### config.mk
export PLATFORM = sky130hd
export DESIGN_NAME = pnf_ram
export DESIGN_NICKNAME = d
export VERILOG_FILES = /design/src/rtl/pnf_ram.sv
export SDC_FILE = /design/constraint.sdc
export NUM_CORES = 2
export LEC_CHECK = 0
export BUFFER_PORTS_ARGS = -buffer_cell sky130_fd_sc_hd__clkbuf_2
export CAP_MARGIN = 30
export CORE_ASPECT_RATIO = 0.5
export CORE_UTILIZATION = 49
export DETAILED_ROUTE_END_ITERATION = 6
export HOLD_SLACK_MARGIN = 0.08
export MAX_ROUTING_LAYER = met4
export PLACE_DENSITY = 0.71
export SYNTH_ARGS = -nofsm -noshare
export SYNTH_HDL_FRONTEND = slang
export SYNTH_SLANG_ARGS = --single-unit
### constraint.sdc
create_clock -name clk -period 2.7 [get_ports clk]
set_clock_uncertainty 0.1 [all_clocks]
set_input_delay 0.405 -clock clk [delete_from_list [all_inputs] [get_ports clk]]
set_output_delay 0.405 -clock clk [all_outputs]
set_load 0.05 [all_outputs]
### src/rtl/pnf_ram.sv
// ---------------------------------------------------------------------------
// pnf_ram: generic single-port synchronous RAM
// One address for write or read; read data registered.
// ---------------------------------------------------------------------------
module pnf_ram #(
  parameter int WIDTH = 8,
  parameter int DEPTH = 256
) (
  input  logic                     clk,
  input  logic                     we,
  input  logic [$clog2(DEPTH)-1:0] addr,
  input  logic [WIDTH-1:0]         wdata,
  output logic [WIDTH-1:0]         rdata
);

  logic [WIDTH-1:0] mem [DEPTH];

  always_ff @(posedge clk) begin
    if (we) begin
      mem[addr] <= wdata;
    end
    rdata <= mem[addr];
  end

endmodule

==> qor.txt <==
first-pass GRT wire length -> 279000 microns
Final Slew Violations -> 0
period utilization -> 97.3%
fraction of layout cells with a size suffix above 1 -> 33.4%
synthesized area -> 78500 sq um
final worst slack -> 72.8 ps
Detail Route Antenna Nets -> 0
Port Buffers -> 25
# DRC -> 0
pwr/cell area -> 688 nW/um^2
Root Driver -> clkbuf_16
total global-route track usage -> 24.7%
core area -> 158000 sq um
setup TNS -> 0 ps
layout overhead on the synthesized area -> 17.0%
Via density -> 6.22
initial DRC count -> 5402
Worst EP arrival -> 3230 ps
worst vdd ir -> 0.731 mV
final setup vio count -> 0
worst path required time -> 3300 ps
hold slack -> 230 ps
largest family of logic cells by synthesized area -> multiplexers
fill count -> 11000
Rows -> 103
Adder-Cell Fraction of Synth Area -> 0%
final critical-path required period -> 2630 ps
largest net degree at the start of global routing -> 97
gr ovfl total -> 0
Clock Sinks -> 2056
flops & latches, synth -> 2056
Net Count, Synth -> 3565
Top FF cell, synth -> edfxtp_1
vias in the first global route -> 40600
DIE HEIGHT -> 285 microns
deepest clock path buffer count -> 3
Startpoint Class -> flip-flop
Post-Synth XOR/XNOR Area -> 0%
EDFF count, synth -> 2048
wire length per cell -> 29.8 microns
Die Span X -> 568 microns
antenna violations before repair -> 6
Final Hold Viols -> 0
max-slew headroom at the worst pin -> 44.1%
Synth Area in Simple Gates -> 1.73%
Synth cell types -> 22
async set-or-reset flop fraction in the synthesized netlist -> 0%
insertion delay to the later sink of the worst-skew pair -> 820 ps
worst reg-to-reg setup slack -> 70 ps
Hold Path Class -> primary input to flip-flop
hpwl dp -> 121000 microns
CTS H-tree depth -> 4
CTS tree -> built
DRT Pass-1 Iters -> 5
commonest non-fill, non-tap cells in the layout -> edfxtp_1 (2048), buf_4 (560), mux4_2 (512), a22oi_1 (256), nor2_1 (230)
Avg Inst Size Synth -> 22.1 sq um
Compound-Gate Fraction of Synth Area -> 3.62%
total CTS buffers -> 174
Seq/Total Area, Yosys -> 78.6%
io pins -> 26
Post-CTS Setup Bufs -> 0
Die ar. -> 162000 sq um
Total Nets Final -> 4187
Worst Setup End Kind -> flip-flop
leakage -> 29.2 nW
commonest non-fill, non-tap cell in the layout -> edfxtp_1
post-synthesis mux area share -> 14.7%
Max Fclk -> 381 MHz
unrepaired setup endpoints after global routing -> false
RD Place Congestion -> 0.907
max-cap violation count -> 0
Mapped Cells -> 3547
critical path class -> flip-flop to flip-flop
via count -> 39900
Setup Slack @ Placement -> -924 ps
clock slew at reported path FFs -> 70 ps
Least-Margin Pin Slew -> 839 ps
final WL -> 192000 microns
CP Max Fanout -> 1
Initial Util -> 49.6%
YS warnings -> 0
status -> completed
critical path: stages, from the launching register on:
cell and delay, ps:
edfxtp_1 410, mux4_2 520, a22oi_1 350, a21oi_1 220, o41ai_2 620, buf_4 210, nand4_1 80
sequential cells by signal, summed over array words and instances, names as in the netlist:
signal  cells
mem      2048
rdata       8
per-stage QoR:
step	cell area, sq um	power (mW)	utilization, %	instances
2_1_floorplan	78500	37.5	-	3547
3_3_place_gp	86200	39.2	54.4	6084
3_5_place_dp	86200	39.3	54.4	6085
4_1_cts	91800	63.4	58.0	6413
5_1_grt	91800	64.7	58.0	6415
6_report	91800	63.1	58.0	6419
report_power, final:
part	internal, mW	switching, mW	leakage [nW]
logic	1.35	2.08	8.01
clock network	13.2	11.3	2.68
registers	35.2	0.0518	18.5
path summary, 6_finish.rpt:
| check | from | end | cells past startpoint |
|---|---|---|---|
| worst min register to register | mem[4][0] | rdata[0] | 5 |
| worst max-delay path | mem[55][2] | rdata[2] | 6 |
| worst max register to register | mem[55][2] | rdata[2] | 6 |
| worst min-delay path | addr[7] | rdata[2] | 6 |
area by class of cell:
type                       count  area [sq um]  area share, %
sequential                  2056         61700           67.2
antenna                        6          15.0         0.0164
clock buffer                 224          4670           5.08
multi-input combinational   1258         15800           17.2
tap                         2100          2630           2.86
inverter                       1          3.75        0.00409
clock inverter                96           825          0.898
timing repair buffer         678          6200           6.75
synthesized netlist by cell type, types with 7 or more instances:
cell,count,area [sq um]
mux4_2,512,11500
dfxtp_1,8,160
nor2_1,232,871
a21oi_1,128,641
o41ai_1,32,280
clkbuf_1,145,544
buf_1,19,71.3
buf_4,16,120
buf_2,36,180
nand4_1,8,50.1
a22oi_1,256,1920
buf_6,16,180
nor3_1,30,150
nand2_1,28,105
edfxtp_1,2048,61500
nand3_1,13,65.1
nor2b_1,7,43.8
what timing repair did:
item / in CTS / in global routing
endpoints found under the hold margin: 703 / 0
hold buffers: 8 / 0
endpoints found under the setup margin: 5 / 0
resized for setup: 5 / 0
layer usage:
layer | vias to the layer above | track usage [%] | part of all wire (%) | wire (microns)
li1 | 16300 | - | - | -
met1 | 21000 | 32.9 | 38 | 73000
met2 | 2241 | 37.3 | 48 | 91000
met3 | 332 | 6.45 | 11 | 21800
met4 | 0 | 8.02 | 3.0 | 5700
met5 | - | - | 0 | 0
kinds of logic after synthesis:
group,Yosys count
flops,2056
mux,512
compound gates,416
simple gates,330
buf+inv,233
No activity file was read; power rests on OpenSTA's default activity.
