--- src/rtl/pnf_pkg.sv ---
// ---------------------------------------------------------------------------
// pnf_pkg: shared types and constants for the 3-D fractal gradient noise block
// Item structs, fixed-point widths, register indexes and the micro-op table.
// ---------------------------------------------------------------------------
package pnf_pkg;

  localparam int FRAC_BITS = 16;
  localparam int WGT_BITS  = 16;
  localparam int TBL_BITS  = 8;
  localparam int TBL_DEPTH = 1 << TBL_BITS;
  localparam int MAX_OCT   = 16;
  localparam int OCT_W     = 5;
  localparam int SHAMT_W   = 4;
  localparam int PERS_W    = 17;
  localparam int CFG_IDX_W = 2;
  localparam int COORD_W   = 32;
  localparam int SHIFT_W   = COORD_W + MAX_OCT - 1;
  localparam int OFF_W     = FRAC_BITS + 2;
  localparam int DOT_W     = OFF_W + 1;
  localparam int VAL_W     = 34;
  localparam int ACC_W     = 40;
  localparam int PROD_W    = 2 * VAL_W;
  localparam int RND_W     = PROD_W - FRAC_BITS;
  localparam int OP_W      = 5;
  localparam int OP_LAST   = 23;
  localparam int HASH_LAST = 13;

  localparam logic signed [VAL_W-1:0] ONE_V   = VAL_W'(64'd1 << FRAC_BITS);
  localparam logic signed [VAL_W-1:0] K15     = VAL_W'(64'd15 << FRAC_BITS);
  localparam logic signed [VAL_W-1:0] K10     = VAL_W'(64'd10 << FRAC_BITS);
  localparam logic signed [VAL_W-1:0] WGT_ONE = VAL_W'(64'd1 << WGT_BITS);
  localparam logic [COORD_W-1:0] SAT_MAX = {1'b0, {(COORD_W-1){1'b1}}};
  localparam logic [COORD_W-1:0] SAT_MIN = {1'b1, {(COORD_W-1){1'b0}}};

  localparam logic [CFG_IDX_W-1:0] CFG_OCT  = 2'd0;
  localparam logic [CFG_IDX_W-1:0] CFG_PERS = 2'd1;
  localparam logic [CFG_IDX_W-1:0] CFG_TURB = 2'd2;

  localparam logic [2:0] FS_V  = 3'd0;
  localparam logic [2:0] FS_W  = 3'd1;
  localparam logic [2:0] FS_T2 = 3'd2;
  localparam logic [2:0] FS_T3 = 3'd3;
  localparam logic [2:0] FS_F  = 3'd4;

  typedef struct packed {
    logic                      kind;
    logic signed [COORD_W-1:0] pos_x;
    logic signed [COORD_W-1:0] pos_y;
    logic signed [COORD_W-1:0] pos_z;
    logic [TBL_BITS-1:0]       entry_index;
    logic [TBL_BITS-1:0]       entry_value;
  } in_item_t;

  typedef struct packed {
    logic signed [COORD_W-1:0] noise_value;
    logic                      saturated;
  } out_item_t;

  typedef enum logic [1:0] {OP_FADE, OP_LERP, OP_CONTRIB, OP_WEIGHT} op_cls_t;

  typedef struct packed {
    op_cls_t    cls;
    logic [1:0] axis;
    logic [2:0] step;
    logic [1:0] lf;
    logic [2:0] dst;
  } op_t;

  // fifteen fade products (five per axis), seven lerps, contribution, weight
  function automatic op_t op_decode(input logic [OP_W-1:0] m);
    op_t o;
    o.cls  = OP_WEIGHT;
    o.axis = 2'd0;
    o.step = 3'd0;
    o.lf   = 2'd0;
    o.dst  = 3'd0;
    if (m < 5'd5) begin
      o.cls  = OP_FADE;
      o.step = m[2:0];
    end else if (m < 5'd10) begin
      o.cls  = OP_FADE;
      o.axis = 2'd1;
      o.step = 3'(m - 5'd5);
    end else if (m < 5'd15) begin
      o.cls  = OP_FADE;
      o.axis = 2'd2;
      o.step = 3'(m - 5'd10);
    end else if (m < 5'd22) begin
      o.cls = OP_LERP;
      o.dst = 3'(5'd21 - m);
      o.lf  = (m < 5'd19) ? 2'd0 : ((m < 5'd21) ? 2'd1 : 2'd2);
    end else if (m == 5'd22) begin
      o.cls = OP_CONTRIB;
    end
    return o;
  endfunction

  function automatic logic signed [DOT_W-1:0] grad_dot(input logic [3:0] h,
                                                        input logic signed [OFF_W-1:0] x,
                                                        input logic signed [OFF_W-1:0] y,
                                                        input logic signed [OFF_W-1:0] z);
    logic signed [DOT_W-1:0] ex, ey, ez, r;
    ex = DOT_W'(x);
    ey = DOT_W'(y);
    ez = DOT_W'(z);
    case (h)
      4'd0:    r = ex + ey;
      4'd1:    r = ey - ex;
      4'd2:    r = ex - ey;
      4'd3:    r = -ex - ey;
      4'd4:    r = ex + ez;
      4'd5:    r = ez - ex;
      4'd6:    r = ex - ez;
      4'd7:    r = -ex - ez;
      4'd8:    r = ey + ez;
      4'd9:    r = ez - ey;
      4'd10:   r = ey - ez;
      4'd11:   r = -ey - ez;
      4'd12:   r = ex + ey;
      4'd13:   r = ey - ex;
      4'd14:   r = ez - ey;
      default: r = -ey - ez;
    endcase
    return r;
  endfunction

endpackage

--- src/rtl/pnf_mul.sv ---
// ---------------------------------------------------------------------------
// pnf_mul: shared signed multiplier with round-to-nearest
// Product registered; rounded result (ties up) formed combinationally from it.
// ---------------------------------------------------------------------------
module pnf_mul (
  input  logic                             clk,
  input  logic signed [pnf_pkg::VAL_W-1:0] a,
  input  logic signed [pnf_pkg::VAL_W-1:0] b,
  output logic signed [pnf_pkg::RND_W-1:0] rnd
);
  import pnf_pkg::*;

  localparam logic signed [PROD_W-1:0] HALF = PROD_W'(1) << (FRAC_BITS - 1);

  logic signed [PROD_W-1:0] p_r;
  logic signed [PROD_W-1:0] biased;

  always_ff @(posedge clk) begin
    p_r <= a * b;
  end

  assign biased = p_r + HALF;
  assign rnd    = biased[PROD_W-1:FRAC_BITS];

endmodule
--- config.mk ---
export PLATFORM = sky130hd
export DESIGN_NAME = pnf_mul
export DESIGN_NICKNAME = d
export VERILOG_FILES = /design/src/rtl/pnf_pkg.sv /design/src/rtl/pnf_mul.sv
export SDC_FILE = /design/constraint.sdc
export NUM_CORES = 2
export LEC_CHECK = 0
export BUFFER_PORTS_ARGS = -buffer_cell sky130_fd_sc_hd__buf_2
export CAP_MARGIN = 20
export CELL_PAD_IN_SITES_DETAIL_PLACEMENT = 1
export CELL_PAD_IN_SITES_GLOBAL_PLACEMENT = 2
export CORE_MARGIN = 5
export CORE_UTILIZATION = 43
export CTS_CLUSTER_DIAMETER = 100
export CTS_CLUSTER_SIZE = 12
export DETAILED_ROUTE_END_ITERATION = 8
export HOLD_SLACK_MARGIN = 0.05
export PLACE_DENSITY = 0.81
export REMOVE_ABC_BUFFERS = 1
export SETUP_SLACK_MARGIN = 0.2
export SLEW_MARGIN = 20
export SYNTH_ARGS = -nofsm -noshare
export SYNTH_HDL_FRONTEND = slang
export SYNTH_SLANG_ARGS = --single-unit
--- constraint.sdc ---
create_clock -name clk -period 8.31 [get_ports clk]
set_clock_uncertainty 0.2 [all_clocks]
set_input_delay 0 -clock clk [delete_from_list [all_inputs] [get_ports clk]]
set_output_delay 0 -clock clk [all_outputs]
set_load 0.02 [all_outputs]
==> metrics.md <==
| Metric | Value |
|---|---|
| CP required | 8.31 ns |
| GRT overflow | 0 |
| Post-synthesis sequential area ratio | 0.0247 |
| Most used DFF post-synth | dfxtp_1 |
| Worst Tran Pin Value | 1.03 ns |
| First-pass GRT wire length | 215 mm |
| Crit. Startpoint | a[10] |
| Iter 0 DRT Violations | 1417 |
| Post-layout nets | 6157 |
| Total Routed Length | 134 mm |
| Post-synth top area share | 0.578 |
| Min Tclk post-route | 7.78 ns |
| CTS max path bufs | 2 |
| Largest net degree at the start of global routing | 30 |
| CTS tree | yes |
| Drt pass-1 iters | 7 |
| CP cell instances | buf_2 -> buf_4 -> nand2_1 -> fa_1 -> fa_1 -> inv_1 -> fa_1 -> fa_1 -> fa_1 -> fa_1 -> fa_1 -> inv_1 -> fa_1 -> inv_1 -> ha_1 -> a21oi_1 -> o21ai_0 -> and2b_1 -> o31ai_1 -> o31ai_2 -> a21o_1 -> a21oi_4 -> nor2_1 -> xnor2_1 |
| Post-route DRC | 0 |
| Mean Syn Cell Area | 9.34 sq um |
| Die area | 0.106 sq mm |
| IO Count | 121 |
| Synth area leader | fa_1 |
| Total of max-cap violations | 0 |
| Area delta synth->final | 6.42% |
| Htree depth | 2 |
| Worst min path class | primary input to register |
| Max FFs per register | 53 |
| Initial antenna violation count | 4 |
| Crit start category | primary input |
| Slowest cell on crit path | fa_1 |
| CP arrival | 7.78 ns |
| Count of clock tree sinks | 53 |
| Setup violations, final | 0 |
| Post-synth EDFFs | 0 |
| Total Routing Usage GR | 0.264 |
| Fin crit share | 0.936 |
| Final Hold Viols | 0 |
| Mapped Cells | 4596 |
| HP Start | b[1] |
| Largest register by flop count | p_r |
| RSZ-0062 raised after global routing | no |
| Clock root buffer | clkbuf_16 |
| Critical path class | primary input to register |
| Syn Std Cell Area | 0.0429 sq mm |
| Synthesis-stage register bit count | 53 |
| DR WL/cell | 22.6 um |
| Worst slew margin | 0.311 |
| Setup TNS | 0 ns |
| CP Max Fanout | 21 |
| Antenna viol nets, final | 0 |
| Largest registers | p_r x53 |
| Distinct cells, synth | 59 |
| GPL Wtd Cong | 0.874 |
| Via density | 5.14 |
| CP dominant cell by count | fa_1 |
| Vias in the first global route | 36972 |
| Worst Setup End Kind | register |
| Initial Util | 0.435 |
| Layout cells sized above 1 | 0.0607 |
| Outcome | finished, final reports clean |
| Synth warn | 0 |
| Clock slew at reported path FFs | 0.08 ns |
| Num rows | 115 |
| Die X | 326 um |
| Max stage delay on crit path | 0.57 ns |
| Max Fclk | 129 MHz |
| Core area | 0.0987 sq mm |
| IO buf count | 120 |
| FFs w/ async S/R, synth | 0 |
| Area contributors post-synth | fa_1 58%, inv_1 11%, and2_1 8.8% |
| CTS buffer count | 5 |
| Hpwl dp | 118 mm |
| Slew Viols, Final | 0 |
| Via count | 30517 |
| Die H | 326 um |
==> final timing paths <==
kind	end	slack, ns	cells past startpoint
max	p_r[54]	0.53	24
min	p_r[16]	0.45	6
==> stage by stage <==
stage	hold slack [ns]	cell area (sq um)	instances	worst slack [ns]	utilization
after floorplan	0.242	42100	4384	0.991	-
after global placement	0.335	45400	5926	0.175	0.460
after detailed placement	0.336	45400	5926	0.0668	0.460
after CTS	0.473	45600	5934	0.381	0.462
after global routing	0.495	45700	5936	0.195	0.463
final	0.447	45700	5938	0.528	0.463
==> final cells by class <==
type                            count  area (sq um)
Antenna cell                        3          7.51
Clock inverter                      2          38.8
Sequential cell                    53          1060
Fill cell                       11419         53000
Clock buffer                        6           129
Multi-Input combinational cell   3108         36500
Tap cell                         1287          1610
Timing Repair Buffer              256          1750
Inverter                         1223          4590
==> cells in the mapped netlist, types with 2 or more instances <==
master / instances
nor2b_1: 6
a211oi_1: 5
nor3_1: 9
o211ai_1: 3
a21o_1: 26
fa_1: 1240
o31ai_1: 3
and4_1: 2
ha_1: 201
a21oi_1: 63
a21o_2: 2
nand4_1: 26
clkbuf_1: 209
clkbuf_2: 2
inv_1: 1222
a211o_1: 2
nand2_1: 588
o21ai_0: 29
xor2_1: 35
nor2_1: 73
dfxtp_1: 53
and3_1: 17
nand3_1: 24
or3_1: 2
xnor2_1: 86
o21a_1: 3
nand2b_1: 12
a21boi_2: 2
a311oi_1: 2
and2_1: 603
o21bai_1: 11
a31oi_1: 8
==> cells by family after synthesis <==
group | count (synthesis) | synth area share
adder cells (fa/ha/maj) | 1441 | 0.637
AND/OR/NAND/NOR | 1371 | 0.161
buffers and inverters | 1435 | 0.126
XOR/XNOR | 121 | 0.0247
flip-flops | 53 | 0.0247
AO/OA/AOI/OAI | 175 | 0.0268
==> timing repair <==
| action | CTS | global route |
|---|---|---|
| resized for setup | 0 | 22 |
| setup buffers | 0 | 1 |
| hold endpoints to repair | 0 | 0 |
| hold buffers | 0 | 0 |
| setup endpoints to repair | 0 | 12 |
==> critical path, delay by kind of cell <==
family | cells | cell delay [ns]
AND/OR/NAND/NOR | 3 | 0.40
XOR/XNOR | 1 | 0.31
buffers and inverters | 5 | 0.93
adder cells (fa/ha/maj) | 9 | 4.46
AO/OA/AOI/OAI | 6 | 1.64
==> per-layer routing <==
metal / share of wire / GRT usage
met1: 0.39 / 0.322
met2: 0.53 / 0.499
met3: 0.035 / 0.0213
met4: 0.037 / 0.0779
met5: 0 / 0
==> placed cells by master (no fill, tap or decap), types with 9 or more instances in the layout <==
cell	synthesis	layout
xor2_1	35	35
o21ai_0	29	29
dfxtp_1	53	53
fa_1	1240	1240
nand2_1	588	587
ha_1	201	201
nand2b_1	12	12
inv_1	1222	1222
buf_4	0	130
clkbuf_4	0	16
and2_1	603	603
a21oi_1	63	62
nor2_1	73	73
buf_2	0	103
and3_1	17	17
o21bai_1	11	11
nand3_1	24	24
a21o_1	26	26
nor3_1	9	9
xnor2_1	86	86
nand4_1	26	26
Power is left out: the tool's default activity adds up to more than one toggle a clock period on the data nets, which glitch-free logic cannot reach.
